--- config.mk ---
export PLATFORM = sky130hd
export DESIGN_NAME = conjecture_candidate_filter_unit
export DESIGN_NICKNAME = d
export VERILOG_FILES = /design/src/hdl/ccf_pkg.sv /design/src/hdl/ccf_div.sv /design/src/hdl/ccf_sqrt.sv /design/src/hdl/conjecture_candidate_filter_unit.sv
export VERILOG_INCLUDE_DIRS = /design/src /design/src/hdl
export SDC_FILE = /design/constraint.sdc
export NUM_CORES = 2
export LEC_CHECK = 0
export BUFFER_PORTS_ARGS = -buffer_cell sky130_fd_sc_hd__buf_2
export CAP_MARGIN = 10
export CORE_UTILIZATION = 30
export CTS_CLUSTER_SIZE = 10
export DETAILED_ROUTE_END_ITERATION = 16
export PLACE_DENSITY = 0.42
export SLEW_MARGIN = 20
export SYNTH_ARGS = -nofsm -noshare
export SYNTH_HDL_FRONTEND = slang
export SYNTH_SLANG_ARGS = --single-unit
--- constraint.sdc ---
create_clock -name clk -period 22.5 [get_ports clk]
set_clock_uncertainty 0.1 [all_clocks]
set_input_delay 1.125 -clock clk [delete_from_list [all_inputs] [get_ports clk]]
set_output_delay 1.125 -clock clk [all_outputs]
set_load 0.02 [all_outputs]
--- src/hdl/conjecture_candidate_filter_unit_defines.svh ---
// ----------------------------------------------------------------------------
// Candidate filter assertion macros
// Shared property forms used at the end of the top level.
// ----------------------------------------------------------------------------
`ifndef CONJECTURE_CANDIDATE_FILTER_UNIT_DEFINES_SVH
`define CONJECTURE_CANDIDATE_FILTER_UNIT_DEFINES_SVH

// condition holds on every edge out of reset
`define CCF_CHECK(label, cond, msg) \
  label: assert property (@(posedge clk) disable iff (rst) (cond)) else $error(msg);

// same-cycle implication
`define CCF_IMPLY(label, ante, cons, msg) \
  label: assert property (@(posedge clk) disable iff (rst) (ante) |-> (cons)) else $error(msg);

// next-cycle implication
`define CCF_NEXT(label, ante, cons, msg) \
  label: assert property (@(posedge clk) disable iff (rst) (ante) |=> (cons)) else $error(msg);

`endif

--- src/hdl/ccf_pkg.sv ---
// ----------------------------------------------------------------------------
// Candidate filter package
// Sizes, codes and unit request/response types.
// ----------------------------------------------------------------------------
package ccf_pkg;

  localparam int MAX_RULES = 16;
  localparam int K_BITS    = 48;
  localparam int IDX_W     = $clog2(MAX_RULES);
  localparam int CNT_W     = $clog2(MAX_RULES + 1);
  localparam int ROOT_W    = (K_BITS + 1) / 2;
  localparam int SQ_W      = 2 * ROOT_W;
  localparam int PROD_W    = K_BITS + ROOT_W;
  localparam int EXP_W     = $clog2(K_BITS);
  localparam int BIT_W     = $clog2(ROOT_W);
  localparam int DCNT_W    = $clog2(K_BITS);

  localparam int FUNC_W  = 2;
  localparam int KIND_W  = 3;
  localparam int A_W     = 48;
  localparam int B_W     = 16;
  localparam int C_W     = 16;
  localparam int CAND_W  = 48;
  localparam int MATCH_W = 5;

  localparam logic [FUNC_W-1:0] FN_CLEAR = 2'd0;
  localparam logic [FUNC_W-1:0] FN_ADD   = 2'd1;
  localparam logic [FUNC_W-1:0] FN_TEST  = 2'd2;
  localparam logic [FUNC_W-1:0] FN_NOP   = 2'd3;

  localparam logic [KIND_W-1:0] KD_RES   = 3'd0;
  localparam logic [KIND_W-1:0] KD_POW   = 3'd1;
  localparam logic [KIND_W-1:0] KD_SSQ   = 3'd2;
  localparam logic [KIND_W-1:0] KD_XSQ   = 3'd3;
  localparam logic [KIND_W-1:0] KD_EXACT = 3'd4;

  typedef struct packed {
    logic              start;
    logic [K_BITS-1:0] num;
    logic [K_BITS-1:0] den;
  } div_req_t;

  typedef struct packed {
    logic              done;
    logic [K_BITS-1:0] quo;
    logic [K_BITS-1:0] rem;
  } div_rsp_t;

  typedef struct packed {
    logic              start;
    logic [K_BITS-1:0] val;
  } sqrt_req_t;

  typedef struct packed {
    logic              done;
    logic [ROOT_W-1:0] root;
    logic              exact;
  } sqrt_rsp_t;

endpackage

--- src/hdl/ccf_div.sv ---
// ----------------------------------------------------------------------------
// Serial divider
// Restoring division, one quotient bit per cycle.
// ----------------------------------------------------------------------------
module ccf_div import ccf_pkg::*; (
  input  logic     clk,
  input  logic     rst,
  input  div_req_t req,
  output div_rsp_t rsp
);

  logic              busy;
  logic              done;
  logic [DCNT_W-1:0] cnt;
  logic [K_BITS-1:0] num;
  logic [K_BITS-1:0] den;
  logic [K_BITS-1:0] rem;
  logic [K_BITS:0]   sh;
  logic [K_BITS:0]   diff;
  logic              ge;
  logic [K_BITS-1:0] rem_next;

  assign sh       = {rem, num[K_BITS-1]};
  assign diff     = sh - {1'b0, den};
  assign ge       = sh >= {1'b0, den};
  assign rem_next = ge ? diff[K_BITS-1:0] : sh[K_BITS-1:0];

  always_ff @(posedge clk) begin
    if (rst) begin
      busy <= 1'b0;
      done <= 1'b0;
    end else begin
      done <= 1'b0;
      if (req.start) begin
        busy <= 1'b1;
        cnt  <= '0;
        num  <= req.num;
        den  <= req.den;
        rem  <= '0;
      end else if (busy) begin
        rem <= rem_next;
        num <= {num[K_BITS-2:0], ge};
        cnt <= cnt + 1'b1;
        if (cnt == DCNT_W'(K_BITS - 1)) begin
          busy <= 1'b0;
          done <= 1'b1;
        end
      end
    end
  end

  assign rsp.done = done;
  assign rsp.quo  = num;
  assign rsp.rem  = rem;

endmodule

--- src/hdl/ccf_sqrt.sv ---
// ----------------------------------------------------------------------------
// Serial integer square root
// Digit-by-digit root, two radicand bits per cycle.
// ----------------------------------------------------------------------------
module ccf_sqrt import ccf_pkg::*; (
  input  logic      clk,
  input  logic      rst,
  input  sqrt_req_t req,
  output sqrt_rsp_t rsp
);

  logic              busy;
  logic              done;
  logic [BIT_W-1:0]  cnt;
  logic [SQ_W-1:0]   val;
  logic [ROOT_W-1:0] root;
  logic [ROOT_W:0]   rem;
  logic [ROOT_W+2:0] sh;
  logic [ROOT_W+2:0] trial;
  logic [ROOT_W+2:0] diff;
  logic              ge;

  assign sh    = {rem, val[SQ_W-1:SQ_W-2]};
  assign trial = {1'b0, root, 2'b01};
  assign diff  = sh - trial;
  assign ge    = sh >= trial;

  always_ff @(posedge clk) begin
    if (rst) begin
      busy <= 1'b0;
      done <= 1'b0;
    end else begin
      done <= 1'b0;
      if (req.start) begin
        busy <= 1'b1;
        cnt  <= '0;
        val  <= SQ_W'(req.val);
        root <= '0;
        rem  <= '0;
      end else if (busy) begin
        rem  <= ge ? diff[ROOT_W:0] : sh[ROOT_W:0];
        root <= {root[ROOT_W-2:0], ge};
        val  <= {val[SQ_W-3:0], 2'b00};
        cnt  <= cnt + 1'b1;
        if (cnt == BIT_W'(ROOT_W - 1)) begin
          busy <= 1'b0;
          done <= 1'b1;
        end
      end
    end
  end

  assign rsp.done  = done;
  assign rsp.root  = root;
  assign rsp.exact = (rem == '0);

endmodule

--- src/hdl/conjecture_candidate_filter_unit.sv ---
// ----------------------------------------------------------------------------
// Conjecture candidate filter
// Rule table plus serial arithmetic that tests candidates against the rules.
// ----------------------------------------------------------------------------
//
// channel | dir | tdata (low bit up)                 | tuser (low bit up)
// s_*     | in  | rule_a, rule_b, rule_c, candidate  | func, rule_kind
// m_*     | out | keep, matched_rule, status         | -
//
// Flow: clear and add go straight to a result word. A test walks the
//   rules in order, stopping at the first hit. Residue and both square
//   rules use the shared serial divider, the square rules also the shared
//   root unit, power rules a shift-add multiplier; exact value compares.
// Reset: rst clears the rule count and the output valid; table entries are
//   only read below the count and need no clearing.
// Stalls: one word is worked at a time; a finished result waits in the
//   output register, and the next word is taken while it waits.
//
`include "conjecture_candidate_filter_unit_defines.svh"

module conjecture_candidate_filter_unit import ccf_pkg::*; (
  input  logic         clk,
  input  logic         rst,
  input  logic         s_tvalid,
  output logic         s_tready,
  // [47:0] rule_a, [63:48] rule_b, [79:64] rule_c, [127:80] candidate
  input  logic [127:0] s_tdata,
  // [1:0] func, [4:2] rule_kind
  input  logic [4:0]   s_tuser,
  output logic         m_tvalid,
  input  logic         m_tready,
  // [0] keep, [5:1] matched_rule, [6] status, [7] zero
  output logic [7:0]   m_tdata
);

  // FSM codes
  localparam logic [3:0] ST_IDLE   = 4'd0;
  localparam logic [3:0] ST_RULE   = 4'd1;
  localparam logic [3:0] ST_D0     = 4'd2;
  localparam logic [3:0] ST_S2     = 4'd3;
  localparam logic [3:0] ST_D2     = 4'd4;
  localparam logic [3:0] ST_D3A    = 4'd5;
  localparam logic [3:0] ST_S3     = 4'd6;
  localparam logic [3:0] ST_D3B    = 4'd7;
  localparam logic [3:0] ST_PTRY   = 4'd8;
  localparam logic [3:0] ST_PMUL   = 4'd9;
  localparam logic [3:0] ST_PCHK   = 4'd10;
  localparam logic [3:0] ST_PBIT   = 4'd11;
  localparam logic [3:0] ST_NEXT   = 4'd12;
  localparam logic [3:0] ST_RESULT = 4'd13;

  // input word fields
  logic [FUNC_W-1:0] in_func;
  logic [KIND_W-1:0] in_kind;
  logic [A_W-1:0]    in_a;
  logic [B_W-1:0]    in_b;
  logic [C_W-1:0]    in_c;
  logic [CAND_W-1:0] in_cand;

  assign in_func = s_tuser[1:0];
  assign in_kind = s_tuser[4:2];
  assign in_a    = s_tdata[47:0];
  assign in_b    = s_tdata[63:48];
  assign in_c    = s_tdata[79:64];
  assign in_cand = s_tdata[127:80];

  // rule table
  logic [KIND_W-1:0] kind_tab [MAX_RULES];
  logic [K_BITS-1:0] a_tab    [MAX_RULES];
  logic [B_W-1:0]    b_tab    [MAX_RULES];
  logic [C_W-1:0]    c_tab    [MAX_RULES];
  logic [CNT_W-1:0]  rule_count;

  logic [3:0]        st;
  logic [CNT_W-1:0]  idx;
  logic [K_BITS-1:0] k;
  logic              hit;
  logic              res_keep;
  logic [MATCH_W-1:0] res_match;
  logic              res_status;
  logic              out_keep;
  logic [MATCH_W-1:0] out_match;
  logic              out_status;

  logic [KIND_W-1:0] cur_kind;
  logic [K_BITS-1:0] cur_a;
  logic [K_BITS-1:0] cur_b;
  logic [K_BITS-1:0] cur_c;

  assign cur_kind = kind_tab[idx[IDX_W-1:0]];
  assign cur_a    = a_tab[idx[IDX_W-1:0]];
  assign cur_b    = K_BITS'(b_tab[idx[IDX_W-1:0]]);
  assign cur_c    = K_BITS'(c_tab[idx[IDX_W-1:0]]);

  // shared serial units
  logic              div_start;
  logic [K_BITS-1:0] div_num;
  logic [K_BITS-1:0] div_den;
  logic              sqrt_start;
  logic [K_BITS-1:0] sqrt_val;
  logic              div_go;
  logic              sqrt_go;
  div_req_t          div_req;
  div_rsp_t          div_rsp;
  sqrt_req_t         sqrt_req;
  sqrt_rsp_t         sqrt_rsp;

  assign div_req.start  = div_start;
  assign div_req.num    = div_num;
  assign div_req.den    = div_den;
  assign sqrt_req.start = sqrt_start;
  assign sqrt_req.val   = sqrt_val;

  // start pulses, raised on the same edge that loads the operands
  assign div_go = ((st == ST_RULE) &&
                   (((cur_kind == KD_RES) && (cur_b != '0)) ||
                    ((cur_kind == KD_XSQ) && (cur_a != '0)))) ||
                  (((st == ST_S2) || (st == ST_S3)) && sqrt_rsp.done && sqrt_rsp.exact);
  assign sqrt_go = ((st == ST_RULE) && (cur_kind == KD_SSQ) && (cur_b != '0)) ||
                   ((st == ST_D3A) && div_rsp.done && (div_rsp.rem == '0) &&
                    (cur_c != '0));

  always_ff @(posedge clk) begin
    if (rst) begin
      div_start  <= 1'b0;
      sqrt_start <= 1'b0;
    end else begin
      div_start  <= div_go;
      sqrt_start <= sqrt_go;
    end
  end

  ccf_div u_div (
    .clk (clk),
    .rst (rst),
    .req (div_req),
    .rsp (div_rsp)
  );

  ccf_sqrt u_sqrt (
    .clk (clk),
    .rst (rst),
    .req (sqrt_req),
    .rsp (sqrt_rsp)
  );

  // power search: root built MSB first, each trial raised by shift-add
  logic [ROOT_W-1:0] root;
  logic [ROOT_W-1:0] trial;
  logic [BIT_W-1:0]  bidx;
  logic [BIT_W-1:0]  mcnt;
  logic [EXP_W-1:0]  pcnt;
  logic [PROD_W-1:0] mcand;
  logic [ROOT_W-1:0] mplier;
  logic [PROD_W-1:0] prod;
  logic              pw_eq;
  logic [ROOT_W-1:0] trial_next;

  assign trial_next = root | (ROOT_W'(1) << bidx);

  // root residue r or mod - r, the mirror only when r <= mod
  function automatic logic root_hit(input logic [K_BITS-1:0] sm,
                                    input logic [K_BITS-1:0] r,
                                    input logic [K_BITS-1:0] m);
    logic [K_BITS-1:0] mir;
    mir = m - r;
    return (sm == r) || ((r <= m) && (sm == mir));
  endfunction

  assign s_tready = (st == ST_IDLE);
  assign m_tdata  = {1'b0, out_status, out_match, out_keep};

  always_ff @(posedge clk) begin
    if (rst) begin
      st         <= ST_IDLE;
      rule_count <= '0;
      m_tvalid   <= 1'b0;
    end else begin
      // drained word; a reload in ST_RESULT takes its place
      if (m_tvalid && m_tready && (st != ST_RESULT)) begin
        m_tvalid <= 1'b0;
      end
      case (st)
        ST_IDLE: begin
          if (s_tvalid) begin
            res_keep   <= (in_func == FN_TEST) && (rule_count == '0);
            res_match  <= MATCH_W'(MAX_RULES);
            res_status <= (in_func == FN_ADD) && (rule_count >= CNT_W'(MAX_RULES));
            k          <= K_BITS'(in_cand);
            idx        <= '0;
            case (in_func)
              FN_CLEAR: begin
                rule_count <= '0;
                st         <= ST_RESULT;
              end
              FN_ADD: begin
                if (rule_count < CNT_W'(MAX_RULES)) begin
                  kind_tab[rule_count[IDX_W-1:0]] <= in_kind;
                  a_tab[rule_count[IDX_W-1:0]]    <= K_BITS'(in_a);
                  b_tab[rule_count[IDX_W-1:0]]    <= in_b;
                  c_tab[rule_count[IDX_W-1:0]]    <= in_c;
                  rule_count <= rule_count + 1'b1;
                end
                st <= ST_RESULT;
              end
              FN_TEST: begin
                if (rule_count == '0) begin
                  st <= ST_RESULT;
                end else begin
                  st <= ST_RULE;
                end
              end
              default: st <= ST_RESULT;
            endcase
          end
        end
        ST_RULE: begin
          case (cur_kind)
            KD_RES: begin
              if (cur_b == '0) begin
                hit <= 1'b0;
                st  <= ST_NEXT;
              end else begin
                div_num <= k;
                div_den <= cur_b;
                st      <= ST_D0;
              end
            end
            KD_POW: begin
              if (cur_a == '0) begin
                hit <= 1'b0;
                st  <= ST_NEXT;
              end else if (k <= K_BITS'(1) || cur_a == K_BITS'(1)) begin
                hit <= 1'b1;
                st  <= ST_NEXT;
              end else if (cur_a >= K_BITS'(K_BITS)) begin
                // k >= 2 needs a root >= 2, so 2^p already exceeds k
                hit <= 1'b0;
                st  <= ST_NEXT;
              end else begin
                root  <= '0;
                bidx  <= BIT_W'(ROOT_W - 1);
                pw_eq <= 1'b0;
                st    <= ST_PTRY;
              end
            end
            KD_SSQ: begin
              if (cur_b == '0) begin
                hit <= 1'b0;
                st  <= ST_NEXT;
              end else begin
                sqrt_val <= k;
                st       <= ST_S2;
              end
            end
            KD_XSQ: begin
              if (cur_a == '0) begin
                hit <= 1'b0;
                st  <= ST_NEXT;
              end else begin
                div_num <= k;
                div_den <= cur_a;
                st      <= ST_D3A;
              end
            end
            KD_EXACT: begin
              hit <= (k == cur_a);
              st  <= ST_NEXT;
            end
            default: begin
              hit <= 1'b0;
              st  <= ST_NEXT;
            end
          endcase
        end
        ST_D0: begin
          if (div_rsp.done) begin
            hit <= (div_rsp.rem == cur_a);
            st  <= ST_NEXT;
          end
        end
        ST_S2: begin
          if (sqrt_rsp.done) begin
            if (!sqrt_rsp.exact) begin
              hit <= 1'b0;
              st  <= ST_NEXT;
            end else begin
              div_num <= K_BITS'(sqrt_rsp.root);
              div_den <= cur_b;
              st      <= ST_D2;
            end
          end
        end
        ST_D2: begin
          if (div_rsp.done) begin
            hit <= root_hit(div_rsp.rem, cur_a, cur_b);
            st  <= ST_NEXT;
          end
        end
        ST_D3A: begin
          if (div_rsp.done) begin
            if (div_rsp.rem != '0 || cur_c == '0) begin
              hit <= 1'b0;
              st  <= ST_NEXT;
            end else begin
              sqrt_val <= div_rsp.quo;
              st       <= ST_S3;
            end
          end
        end
        ST_S3: begin
          if (sqrt_rsp.done) begin
            if (!sqrt_rsp.exact) begin
              hit <= 1'b0;
              st  <= ST_NEXT;
            end else begin
              div_num <= K_BITS'(sqrt_rsp.root);
              div_den <= cur_c;
              st      <= ST_D3B;
            end
          end
        end
        ST_D3B: begin
          if (div_rsp.done) begin
            hit <= root_hit(div_rsp.rem, cur_b, cur_c);
            st  <= ST_NEXT;
          end
        end
        ST_PTRY: begin
          trial  <= trial_next;
          mcand  <= PROD_W'(1);
          mplier <= trial_next;
          prod   <= '0;
          mcnt   <= '0;
          pcnt   <= '0;
          st     <= ST_PMUL;
        end
        ST_PMUL: begin
          if (mplier[0]) begin
            prod <= prod + mcand;
          end
          mcand  <= {mcand[PROD_W-2:0], 1'b0};
          mplier <= {1'b0, mplier[ROOT_W-1:1]};
          mcnt   <= mcnt + 1'b1;
          if (mcnt == BIT_W'(ROOT_W - 1)) begin
            st <= ST_PCHK;
          end
        end
        ST_PCHK: begin
          // trial^(pcnt+1) is in prod; stop early once it passes k
          if (prod > PROD_W'(k)) begin
            st <= ST_PBIT;
          end else if (EXP_W'(pcnt + 1'b1) == cur_a[EXP_W-1:0]) begin
            root  <= trial;
            pw_eq <= (prod == PROD_W'(k));
            st    <= ST_PBIT;
          end else begin
            pcnt   <= pcnt + 1'b1;
            mcand  <= prod;
            mplier <= trial;
            prod   <= '0;
            mcnt   <= '0;
            st     <= ST_PMUL;
          end
        end
        ST_PBIT: begin
          if (bidx == '0) begin
            hit <= pw_eq;
            st  <= ST_NEXT;
          end else begin
            bidx <= bidx - 1'b1;
            st   <= ST_PTRY;
          end
        end
        ST_NEXT: begin
          if (hit) begin
            res_match <= MATCH_W'(idx);
            st        <= ST_RESULT;
          end else if (idx + 1'b1 == rule_count) begin
            res_keep <= 1'b1;
            st       <= ST_RESULT;
          end else begin
            idx <= idx + 1'b1;
            st  <= ST_RULE;
          end
        end
        ST_RESULT: begin
          if (!m_tvalid || m_tready) begin
            m_tvalid   <= 1'b1;
            out_keep   <= res_keep;
            out_match  <= res_match;
            out_status <= res_status;
            st         <= ST_IDLE;
          end
        end
        default: st <= ST_IDLE;
      endcase
    end
  end

  `CCF_CHECK(a_count_bound, rule_count <= CNT_W'(MAX_RULES), "rule count beyond table")
  `CCF_IMPLY(a_idx_range, st == ST_RULE, idx < rule_count, "rule index past count")
  `CCF_IMPLY(a_keep_none, m_tvalid && out_keep, out_match == MATCH_W'(MAX_RULES) && !out_status, "kept word with a match")
  `CCF_NEXT(a_result_load, st == ST_RESULT && (!m_tvalid || m_tready), m_tvalid && st == ST_IDLE, "result not loaded")

endmodule

== Yosys cells after proc, flatten, opt, wreduce, memory -nomap -nowiden ==
Memories as Yosys holds them, arrays and structs flattened. A register that Yosys moved wholly into a read port is not among the register bits.
Cells that the tools add are included.
Storage, ports and cells
  output and inout bits: 10
  bits in registers: 713
  bits in writable memories: 1328
  bits in read-only memories: 0
  word-level logic and storage cells: 356
  input port bits: 137
  memories kept: 4
  latch bits: 0
Operators by class
  shift-type cells: 1
  reduce and logical (&&, ||, !) cells: 77
  div/mod/pow operators: 0
  magnitude comparators: 9
  equal/unequal tests: 72
  multipliers: 0
  mux-type cells: 139
  $add $sub $neg: 12
  bitwise logic cells: 4
Memories
  a_tab: words 16, width 48, read ports 1, clocked after Yosys merged registers in 1, write ports 1, line conjecture_candidate_filter_unit.sv:69  | logic [K_BITS-1:0] a_tab [MAX_RULES];
  b_tab: words 16, width 16, read ports 1, clocked after Yosys merged registers in 1, write ports 1, line conjecture_candidate_filter_unit.sv:70  | logic [B_W-1:0] b_tab [MAX_RULES];
  c_tab: words 16, width 16, read ports 1, clocked after Yosys merged registers in 1, write ports 1, line conjecture_candidate_filter_unit.sv:71  | logic [C_W-1:0] c_tab [MAX_RULES];
  kind_tab: words 16, width 3, read ports 1, clocked after Yosys merged registers in 1, write ports 1, line conjecture_candidate_filter_unit.sv:68  | logic [KIND_W-1:0] kind_tab [MAX_RULES];
Operators with widths (number)
  48-bit 2-to-1 mux: 19
  72-bit case mux with 3 select lines: 2
  48-bit case mux with 2 select lines: 4
  72-bit 2-to-1 mux: 5
  24-bit 2-to-1 mux: 9
  48-bit == test: 4
  48-bit logical NOT: 4
  48-bit nonzero test: 4
  48-bit case mux with 3 select lines: 1
  4-bit 2-to-1 mux: 21
  72-bit adder: 1
  72-bit by 48-bit == test with 1-bit output: 1
  72-bit by 48-bit greater-than comparator with 1-bit output: 1
  24-bit case mux with 3 select lines: 1
  5-bit 2-to-1 mux: 14
  25-bit 2-to-1 mux: 2
  49-bit by 48-bit >= comparator with 1-bit output: 1
  48-bit by 1-bit == test with 1-bit output, second input constant: 1
  48-bit by 16-bit == test with 1-bit output: 1
  48-bit by 6-bit >= comparator with 1-bit output, second input constant: 1
  48-bit by 1-bit less-or-equal comparator with 1-bit output, second input constant: 1
  48-bit by 16-bit less-or-equal comparator with 1-bit output: 1
  24-bit case mux with 2 select lines: 1
  4-bit case mux with 12 select lines: 1
  66 further kinds: 213

== Depth between registers and ports, before layout ==
  word-level depth: 7
  depth in mapped cells: 24
  gate-level depth less buffers: 16

== Cells and area by module ==
Synthesis repeated with hierarchy kept, for this count alone.
Unflattened totals
  cells, all modules: 6091
  area, all modules: 93470.9 µm²
Modules (own cells, without submodules)
  conjecture_candidate_filter_unit: cells each 4804, instances 1, seq. area each 53561.4 µm², area an instance 78825.6 µm²
  ccf_div: cells each 782, instances 1, seq. area each 4544.4 µm², area an instance 8854.7 µm²
  ccf_sqrt: cells each 505, instances 1, seq. area each 3103.0 µm², area an instance 5790.6 µm²

== Worst setup path after synthesis ==
OpenSTA, ideal clock, no wires.
  path type: reg2reg
  start point: register (tool-made name)
  end point: register div_den[0], enable pin
  data arrival time: 10.518 ns
  path buffers: 8
  stages on the path, launching flop included: 19
  library setup time: 0.711 ns
  setup slack: 11.170 ns
  data required time: 21.689 ns
  clock period less this slack: 11.330 ns
  cell sequence: dfxtp_1 -> buf_6 -> buf_12 -> buf_12 -> buf_8 -> buf_6 -> buf_6 -> buf_4 -> buf_2 -> mux2i_1 -> a21oi_1 -> nor3_1 -> and3_1 -> and4_1 -> nand2b_1 -> nand2_1 -> o21ai_1 -> nor2_1 -> a2111oi_0
RTL lines
  end signal, assigned: line conjecture_candidate_filter_unit.sv:225  | div_den <= cur_b;
  end signal, assigned: line conjecture_candidate_filter_unit.sv:262  | div_den <= cur_a;
  end signal, assigned: line conjecture_candidate_filter_unit.sv:289  | div_den <= cur_b;
  end, declared: line conjecture_candidate_filter_unit.sv:98  | logic [K_BITS-1:0] div_den;

==> impl_metrics.tcl <==
set metrics [dict create \
    outcome "complete, no violations" \
    setup_viol 0 \
    finalInstanceArea_sq_um 105000 \
    switchingPower_mw 3.63 \
    antenna_found_initial 55 \
    clock-root-buffer "clkbuf_16" \
    power_frac_comb 0.278 \
    cts-htree-levels 4 \
    cts_sinks 2045 \
    grt_usage 0.181 \
    relSlewSlack 0.196 \
    overflow 0 \
    grt_max_degree 97 \
    ys_seq_area_frac 0.660 \
    yosysWarnings 0 \
    maxUsedRoutingLayer "met5" \
    synth-edff-count 2025 \
    synth_cells 5959 \
    p_leak_nw 35.0 \
    cts_made_buffers 240 \
    synthesis.area_sq_um 92800 \
    place_area_sq_um 98600 \
    postCtsHoldBufs 0 \
    fmax_mhz 131 \
    cp_slowest_cell "buf_4" \
    synth_seq_cells 2045 \
    slew_viol_final 0 \
    ant_nets 0 \
    p_per_area_nw_per_um2 106 \
    routabilityCongestion 0.888 \
    drc 0 \
    seqPwrFrac 0.409 \
    portBuffers 145 \
    required_ps 23050 \
    num_rows 203 \
    ys_async_sr_fraction 0 \
    dp_hpwl_mm 181 \
    via_count 54000 \
    rsz0062_at_grt "no" \
    clkPwrFrac 0.313 \
    min_path_type "input port to register" \
    first_pass_iters 7 \
    dr.first_iter.drc_count 5161 \
    hold_violations 0 \
    p_int_mw 7.56 \
    min_period_ps 7650 \
    swShare 0.324 \
    die_width_um 558 \
    worstSetupPathType "register to register" \
    vdd_drop_max_v 0.0000646 \
    critPathTopFamily "compound AO/OA/AOI/OAI gates" \
    wirelength_mm 285 \
    cts_resized 0 \
    fin_tns_setup_ps 0 \
    worst_setup_path_end_kind "register" \
    slowest_delay_ps 770 \
    crit_chain "buf_12 > buf_4 > buf_4 > mux4_2 > mux4_2 > ha_1 > o211ai_1 > a21oi_1 > o21bai_1 > a21oi_1 > a311o_1 > nand3_1 > nor4b_1 > nor3_1 > o21ai_0 > o2111ai_1 > o31ai_2" \
    synth_flop_cell "edfxtp_1" \
    start_util 0.302 \
    grt_first_pass_wirelength_mm 408 \
    critPathMaxFanout 77 \
    ys_types 93 \
    synth_area_per_cell_sq_um 15.6 \
    cts.path.max_buffers 4 \
    finalCritPeriodShare 0.340 \
    wl_met3_mm 16.6 \
    clkLatencyLatePin_ps 930 \
    vias_per_cell 5.19 \
    wl_met1_mm 131 \
    clk_transition_reported_paths_ps 60 \
    postSynthNetCount 6340 \
    yosysTopAreaCellShare 0.655 \
    dr_wl_met2_mm 131 \
    nets 6557 \
    cp.arrival_ps 8200 \
    grt_pass1_vias 55200 \
    ys_top_cells_by_area "edfxtp_1 (66%), mux4_2 (9.3%), ha_1 (3.2%)" \
    tritoncts "built" \
    cp_num_buf_inv 3 \
    ios 147 \
    wl_per_cell_um 27.4 \
    cts_post_setup_buffers_inserted 0 \
    dieArea_sq_um 312000 \
    core_area_sq_um 307000 \
    synth_top_area_cell "edfxtp_1" \
    drive_gt1_frac 0.176 \
    die_h_um 558 \
    syn2layout_area_growth_pct 13.6 \
    drv_cap 0 \
    start_kind "register" \
    worst_pin_slew_ps 1200 \
]
==> registers in the layout, indices dropped and copies added (netlist names), 72 cells and up, named ones only <==
register / flops
prod: 72
c_tab: 256
mcand: 72
b_tab: 256
a_tab: 768
==> worst register-to-register path, delay by kind of cell, from the launching register on <==
kind	cells	cell delay, ps
flops	1	590
fa+ha+maj	1	430
mux	2	1230
compound gates	8	2220
buf+inv	3	2200
simple gates	3	650
==> cell families after synthesis <==
family                   count (synthesis)  synth area share
adder cells (fa/ha/maj)                244            0.0332
buffers and inverters                  510            0.0232
multiplexers                           541             0.112
XOR/XNOR                               303            0.0286
other                                    1         0.0000404
AND/OR/NAND/NOR                       1261            0.0676
AO/OA/AOI/OAI                         1054            0.0760
flip-flops                            2045             0.660
==> through the flow <==
stage | hold slack (ps) | worst slack [ps] | total power, mW | instances | utilization
floorplan | 300 | 11170 | 6.69 | 5959 | -
global placement | 302 | 14950 | 7.79 | 10000 | 0.321
finish | 313 | 14850 | 11.2 | 10400 | 0.344
detailed placement | 305 | 14840 | 7.77 | 10000 | 0.321
global route | 271 | 14330 | 11.7 | 10400 | 0.343
CTS | 232 | 14770 | 11.3 | 10400 | 0.343
==> cells in the final DEF (no fill, tap or decap), types with 40 or more instances in the layout <==
| cell type | count |
|---|---|
| nand2b_1 | 40 |
| clkbuf_16 | 241 |
| edfxtp_1 | 2025 |
| buf_4 | 95 |
| mux2i_1 | 56 |
| nor2_1 | 285 |
| clkbuf_1 | 55 |
| nor4_1 | 71 |
| ha_1 | 240 |
| mux2_2 | 98 |
| nand2_1 | 330 |
| nand3_1 | 83 |
| nor3_1 | 74 |
| a21oi_1 | 284 |
| inv_1 | 233 |
| and2_1 | 59 |
| mux4_2 | 384 |
| nand4_1 | 92 |
| a21o_1 | 129 |
| xor2_1 | 90 |
| xnor2_1 | 212 |
| nor2b_1 | 53 |
| buf_2 | 145 |
| a22o_1 | 73 |
| o21ai_0 | 196 |
| a211oi_1 | 40 |
==> metal layers <==
layer / GRT usage / vias to the layer above
li1: - / 23900
met1: 0.258 / 28200
met2: 0.287 / 1401
met3: 0.0279 / 409
met4: 0.0440 / 24
met5: 0 / -
==> worst paths after layout <==
path | from | to | slack, ps | cells after the start
setup / recovery | register | hit$_DFFE_PP_ | 14850 | 17
hold / removal | s_tdata[90] | k[10]$_DFFE_PP_ | 310 | 1
hold reg to reg | div_den[43]$_DFFE_PP_ | u_div.den[43]$_DFFE_PP_ | 320 | 0
setup reg to reg | register | hit$_DFFE_PP_ | 14850 | 17
==> synthesized netlist by cell type (27+ instances only) <==
library cell and count:
a211oi_1 40, a21o_1 129, a21oi_1 288, a22o_1 73, a22oi_1 27, and2_1 59, and3_1 32, buf_1 31
buf_2 33, clkbuf_1 181, edfxtp_1 2025, ha_1 240, inv_1 233, mux2_2 98, mux2i_1 56, mux4_2 384
nand2_1 333, nand2b_1 40, nand3_1 83, nand4_1 92, nor2_1 304, nor2b_1 56, nor3_1 78, nor4_1 73
o21a_1 40, o21ai_0 197, xnor2_1 212, xor2_1 91
==> power by group through the flow <==
stage	clock [mW]	sequential [mW]	combinational (mW)
floorplan	0	4.58	2.11
global placement	0	4.66	3.14
detailed placement	0	4.66	3.12
CTS	3.61	4.58	3.13
global route	3.73	4.60	3.36
finish	3.50	4.58	3.11
==> cell type report <==
type	count	area (sq um)
timing repair buffer	252	1680
tap	4100	5130
antenna	15	37.5
multi-input combinational	3404	29700
clock inverter	48	505
inverter	233	875
fill	29600	201000
sequential	2045	61200
clock buffer	296	6240
Power figures use the tool's default switching activity.
